File: src/design/wds_pkg.sv
package wds_pkg;

    // Sample width at the block boundary. The datapath works in Q.23 internally.
    localparam int SAMPLE_BITS = 24;

    localparam int FRAC        = 23;
    localparam int DRIVE_W     = 13;
    localparam int MODE_W      = 2;
    localparam int CFG_IDX_W   = 4;
    localparam int CFG_DATA_W  = 13;
    localparam int Y_W         = 29;   // exp argument, unsigned Q6.23
    localparam int E_W         = 31;   // exp result, unsigned Q1.30
    localparam int NUM_W       = 55;   // divider dividend
    localparam int DEN_W       = 32;   // divider divisor
    localparam int DIV_STEPS   = 28;   // quotient bits
    localparam int EXP_TERMS   = 14;
    localparam int EXP_LIMIT   = 24;
    localparam int EXP_LAT     = 1 + 3 * EXP_TERMS + (EXP_LIMIT - 1);

    // Register indexes of the configuration port.
    localparam logic [CFG_IDX_W-1:0] CFG_DRIVE = 4'd0;
    localparam logic [CFG_IDX_W-1:0] CFG_MODE  = 4'd1;

    // Shaping modes.
    localparam logic [MODE_W-1:0] MODE_OVERDRIVE = 2'd0;
    localparam logic [MODE_W-1:0] MODE_FUZZ      = 2'd1;
    localparam logic [MODE_W-1:0] MODE_TUBE      = 2'd2;
    localparam logic [MODE_W-1:0] MODE_CLIP      = 2'd3;

    localparam logic [DRIVE_W-1:0] DRIVE_FULL = 13'd4096;

    // Signed Q6.23 working value.
    typedef logic signed [29:0] t_qv;

    typedef struct packed {
        logic [MODE_W-1:0] mode;
        logic              neg;
        t_qv               val;
    } t_ctx;

    localparam t_qv K_0P8  = 30'sd6710886;
    localparam t_qv K_1P1  = 30'sd9227469;
    localparam t_qv K_0P5  = 30'sd4194304;
    localparam t_qv K_0P7  = 30'sd5872026;
    localparam t_qv K_0P3  = 30'sd2516582;
    localparam t_qv K_1P5  = 30'sd12582912;
    localparam t_qv K_1P2  = 30'sd10066330;
    localparam t_qv K_0P9  = 30'sd7549747;
    localparam t_qv K_0P2  = 30'sd1677722;
    localparam t_qv ONE_Q23 = 30'sd8388608;
    localparam logic [29:0] K_27 = 30'd226492416;

    localparam logic [E_W-1:0] ONE_Q30   = 31'd1073741824;
    localparam logic [28:0]    INV_E_Q30 = 29'd395007542;

    // floor(2^32 / k); k = 1 is served by the correction step.
    function automatic logic [31:0] recip(input int k);
        logic [31:0] m;
        case (k)
            1:       m = 32'hFFFFFFFF;
            2:       m = 32'd2147483648;
            3:       m = 32'd1431655765;
            4:       m = 32'd1073741824;
            5:       m = 32'd858993459;
            6:       m = 32'd715827882;
            7:       m = 32'd613566756;
            8:       m = 32'd536870912;
            9:       m = 32'd477218588;
            10:      m = 32'd429496729;
            11:      m = 32'd390451572;
            12:      m = 32'd357913941;
            13:      m = 32'd330382099;
            14:      m = 32'd306783378;
            default: m = 32'd0;
        endcase
        return m;
    endfunction

    // Q.23 product, floored.
    function automatic t_qv qmul(input t_qv a, input t_qv b);
        logic signed [59:0] p;
        p = a * b;
        return p[52:23];
    endfunction

    function automatic t_qv qabs(input t_qv a);
        return (a < 0) ? -a : a;
    endfunction

endpackage

File: src/design/wds_div.sv
module wds_div (
    input  logic                      i_clk,
    input  logic                      i_rst_n,
    input  logic                      i_vld,
    input  logic [wds_pkg::NUM_W-1:0] i_num,
    input  logic [wds_pkg::DEN_W-1:0] i_den,
    input  wds_pkg::t_ctx             i_ctx,
    output logic                      o_vld,
    output logic [wds_pkg::DIV_STEPS-1:0] o_q,
    output wds_pkg::t_ctx             o_ctx
);
    import wds_pkg::*;

    logic                 r_d_vld [0:DIV_STEPS-1];
    t_ctx                 r_d_ctx [0:DIV_STEPS-1];
    logic [DEN_W-1:0]     r_d_rem [0:DIV_STEPS-1];
    logic [DIV_STEPS-1:0] r_d_low [0:DIV_STEPS-1];
    logic [DIV_STEPS-1:0] r_d_q   [0:DIV_STEPS-1];
    logic [DEN_W-1:0]     r_d_den [0:DIV_STEPS-1];

    // Restoring division, one quotient bit per stage. The dividend is known to
    // be below the divisor times 2^DIV_STEPS, so the partial remainder never
    // exceeds the divisor width.
    for (genvar gi = 0; gi < DIV_STEPS; gi++) begin : g_step
        logic                 p_vld;
        t_ctx                 p_ctx;
        logic [DEN_W-1:0]     p_rem;
        logic [DIV_STEPS-1:0] p_low;
        logic [DIV_STEPS-1:0] p_q;
        logic [DEN_W-1:0]     p_den;
        logic [DEN_W:0]       n_t;
        logic                 n_ge;

        if (gi == 0) begin : g_first
            assign p_vld = i_vld;
            assign p_ctx = i_ctx;
            assign p_rem = DEN_W'(i_num[NUM_W-1:DIV_STEPS]);
            assign p_low = i_num[DIV_STEPS-1:0];
            assign p_q   = '0;
            assign p_den = i_den;
        end else begin : g_next
            assign p_vld = r_d_vld[gi-1];
            assign p_ctx = r_d_ctx[gi-1];
            assign p_rem = r_d_rem[gi-1];
            assign p_low = r_d_low[gi-1];
            assign p_q   = r_d_q[gi-1];
            assign p_den = r_d_den[gi-1];
        end

        assign n_t  = {p_rem, p_low[DIV_STEPS-1]};
        assign n_ge = (n_t >= {1'b0, p_den});

        always_ff @(posedge i_clk) begin
            if (!i_rst_n) begin
                r_d_vld[gi] <= 1'b0;
            end else begin
                r_d_vld[gi] <= p_vld;
            end
            r_d_ctx[gi] <= p_ctx;
            r_d_rem[gi] <= n_ge ? DEN_W'(n_t - {1'b0, p_den}) : n_t[DEN_W-1:0];
            r_d_low[gi] <= {p_low[DIV_STEPS-2:0], 1'b0};
            r_d_q[gi]   <= {p_q[DIV_STEPS-2:0], n_ge};
            r_d_den[gi] <= p_den;
        end
    end

    assign o_vld = r_d_vld[DIV_STEPS-1];
    assign o_q   = r_d_q[DIV_STEPS-1];
    assign o_ctx = r_d_ctx[DIV_STEPS-1];

    a_div_rem: assert property (@(posedge i_clk) disable iff (!i_rst_n)
        o_vld |-> (r_d_rem[DIV_STEPS-1] < r_d_den[DIV_STEPS-1]))
        else $error("divider remainder not below divisor");

endmodule

File: config.mk
export PLATFORM = sky130hd
export DESIGN_NAME = wds_div
export DESIGN_NICKNAME = d
export VERILOG_FILES = /design/src/design/wds_pkg.sv /design/src/design/wds_div.sv
export SDC_FILE = /design/constraint.sdc
export NUM_CORES = 2
export LEC_CHECK = 0
export BUFFER_PORTS_ARGS = -buffer_cell sky130_fd_sc_hd__clkbuf_2
export CORE_UTILIZATION = 41
export CTS_BUF_LIST = sky130_fd_sc_hd__clkbuf_4
export CTS_CLUSTER_SIZE = 20
export DETAILED_ROUTE_END_ITERATION = 16
export PLACE_DENSITY_LB_ADDON = 0.25
export SYNTH_ARGS = -nofsm -noshare
export SYNTH_HDL_FRONTEND = slang
export SYNTH_MEMORY_MAX_BITS = 65536
export SYNTH_SLANG_ARGS = --single-unit
export TNS_END_PERCENT = 1
File: constraint.sdc
create_clock -name i_clk -period 5 [get_ports i_clk]
set_clock_uncertainty 0.2 [all_clocks]
set_input_delay 1 -clock i_clk [delete_from_list [all_inputs] [get_ports i_clk]]
set_output_delay 1 -clock i_clk [all_outputs]
set_load 0.1 [all_outputs]
==> impl_metrics.json <==
{
  "status": "finished, final reports clean",
  "avgSynthCellArea_um2": 10.5,
  "switching_share": 0.370,
  "grt_util_all_layers": 0.183,
  "grt_max_degree": 63,
  "synth_top_area_frac": 0.553,
  "layout.nets": 14105,
  "cts_root_buf": "clkbuf_4",
  "grt_pass1_wl_mm": 457,
  "layout_setup_ws_ns": 0.320,
  "vdd_drop_max_uv": 368,
  "timing.slew.headroom": 0.168,
  "synth_area_leaders": "dfxtp_1 (55%), ha_1 (8.9%), a21oi_1 (3.4%)",
  "drt-initial-drc-count": 5591,
  "rows": 202,
  "reg2reg_depth": 12,
  "clock_latency_ns": 1.56,
  "cts_tree": "done",
  "path_class": "primary input to flop",
  "comb_power_share": 0.401,
  "cp-end-kind": "flop",
  "routabilityCongestion": 0.929,
  "dp_slack_ns": 0.507,
  "timing.final.crit_share": 0.936,
  "seqPwrFrac": 0.367,
  "drv_slew": 0,
  "power_density_nw_per_um2": 697,
  "worstPathArrival_ns": 5.85,
  "hold_buffers": 262,
  "synthCells": 11918,
  "synth_top_area_cell": "dfxtp_1",
  "die_w_um": 555,
  "initial_core_util": 0.413,
  "syn-cell-area_um2": 125000,
  "drive_gt1_frac": 0.148,
  "pwr-share-clk": 0.233,
  "dieHeight_um": 555,
  "die-area_um2": 308000,
  "finalSetupTns_ns": 0,
  "core_area_um2": 304000,
  "synthArstFlopShare": 0,
  "io_buffers": 184,
  "critPathRequiredTime_ns": 6.17,
  "p_int_mw": 63.8,
  "whs_path_depth": 0,
  "antenna_found_initial": 23,
  "grt-ovfl-total": 0,
  "vias_per_cell": 4.89,
  "cts_buffers": 876,
  "clkSinkCount": 3464,
  "worstSetupStartpointType": "primary input",
  "synth_edf_count": 0,
  "syn_to_final_growth_pct": 15.7,
  "worst_pin_slew_ns": 1.24,
  "syn-num-nets": 12960,
  "htree_num_levels": 6,
  "max_cap_violations": 0,
  "hold_viol": 0,
  "synth_seq_cells": 3464,
  "drc": 0,
  "setup_viol": 0,
  "max_freq_mhz": 214,
  "clk_pin_slew_ns": 0.06,
  "vias": 87250,
  "dp_hpwl_mm": 214,
  "ys_warn_count": 0,
  "final_core_util": 0.478,
  "firstDrtPassIters": 7,
  "p_leak_nw": 67.2,
  "num_io_pins": 185,
  "hp-class": "flop to flop",
  "period_needed_ns": 4.68,
  "switchingPower_mw": 37.4,
  "cts_resized": 0,
  "yosysUniqueCellTypes": 101,
  "grt_pass1_vias": 87429,
  "rsz0062_at_grt": "no",
  "path_max_fanout": 22,
  "cts_setup_buffers": 0,
  "ys.flop_type": "dfxtp_1",
  "avgRoutedWirePerCell_um": 16.1,
  "cts_buffer_depth": 4,
  "drtAntennaViolNets": 0,
  "routed_wirelength_mm": 287,
  "synth-seq-area-share": 0.553
}
-- through the flow --
step	power, mW	std cells	hold WS (ns)	instance area [µm²]
2_1_floorplan	67.6	11918	0.110	125000
3_3_place_gp	76.8	16003	0.109	131000
3_5_place_dp	77.5	16003	0.112	131000
4_1_cts	102	17819	0.0239	145000
5_1_grt	109	17825	0.0527	145000
6_report	101	17835	0.0561	145000
-- power groups by stage --
stage               Combinational (mW)  Clock, mW  Sequential (mW)
floorplan                         30.8          0             36.8
global placement                  39.0          0             37.8
detailed placement                39.7          0             37.7
CTS                               40.3       24.7             37.2
global route                      45.1       26.3             37.7
finish                            40.6       23.5             37.1
-- layout make-up --
cell class / count / area, µm²
Antenna cell: 16 / 40.0
Tap cell: 4080 / 5100
Timing Repair Buffer: 507 / 4130
Clock buffer: 1246 / 9350
Inverter: 1125 / 4220
Fill cell: 28354 / 158000
Clock inverter: 308 / 1960
Sequential cell: 3464 / 69300
Multi-Input combinational cell: 7089 / 51000
-- worst paths after layout --
| check | slack [ns] | endpoint | from |
|---|---|---|---|
| worst min-delay path | 0.06 | r_d_den[25][12] | r_d_den[24][12] |
| worst max-delay path | 0.32 | r_d_rem[0][27] | i_den[0] |
| worst max register to register | 0.58 | r_d_rem[1][199] | r_d_den[21][24] |
| worst min register to register | 0.06 | r_d_den[25][12] | r_d_den[24][12] |
-- cells in the mapped netlist (18+ instances only) --
library cell / number
dfxtp_1: 3464
inv_1: 1123
ha_1: 892
a21oi_1: 844
nand2_1: 729
o21ai_0: 683
nor2_1: 540
a21o_1: 469
xnor2_1: 450
mux2_2: 346
xor2_1: 285
clkbuf_1: 178
nand3_1: 154
nand4_1: 149
nand2b_1: 134
nor2b_1: 130
o21bai_1: 110
o21a_1: 108
a31oi_1: 82
nor3_1: 81
and3_1: 76
and2_1: 62
a211oi_1: 55
o31ai_1: 52
nor4_1: 44
buf_2: 42
o211ai_1: 40
or3_1: 38
mux2i_1: 36
or2_2: 32
a21boi_0: 30
fa_1: 27
o21ai_1: 27
a211o_1: 26
and4_1: 23
o31a_1: 23
a2111oi_0: 22
a41oi_1: 19
o22ai_1: 18
-- placed cells by master, fill, tap and decap left out, types with 184 or more instances in the layout --
cell type / n
dlygate4sd3_1: 262
xnor2_1: 450
inv_1: 1123
dfxtp_1: 3464
clkbuf_2: 184
a21o_1: 468
clkbuf_4: 1246
o21ai_0: 683
ha_1: 892
nand2_1: 729
clkinv_1: 208
xor2_1: 285
nor2_1: 540
a21oi_1: 844
mux2_2: 346
-- state kept, by name (all words and copies together) (netlist names) --
name / flops
r_d_ctx: 924
r_d_den: 864
r_d_rem: 864
r_d_q: 406
r_d_low: 378
r_d_vld: 28
-- logic make-up after synthesis --
kind of cell               share of synthesized area
xor gates and xnor gates                      0.0513
AOI/OAI and AO/OA                              0.139
muxes                                         0.0352
adders and majority gates                     0.0933
and+or+nand+nor                               0.0860
DFF                                            0.553
buffers and inverters                         0.0419
-- worst max-delay path: stages --
cell and delay (ns):
dlygate4sd3_1 0.55, clkbuf_2 0.10, dlygate4sd3_1 0.59, ha_1 0.24, fa_1 0.42, nor2b_1 0.15
o21ai_1 0.09, a21boi_0 0.26, o21ai_1 0.12, a21oi_1 0.38, a41o_1 0.25, a21oi_1 0.13
o41ai_1 0.12, a21oi_1 0.19, a2bb2oi_4 0.21, buf_12 0.21, mux2_2 0.27, dlygate4sd3_1 0.55
-- routing by layer --
layer	track usage	wire, µm	up-vias
met2	0.289	127000	2433
met3	0.0391	18400	503
met1	0.248	135000	40630
met4	0.0578	6250	10
li1	-	-	43674
met5	0	60	-
No activity file was read; power rests on OpenSTA's default activity.
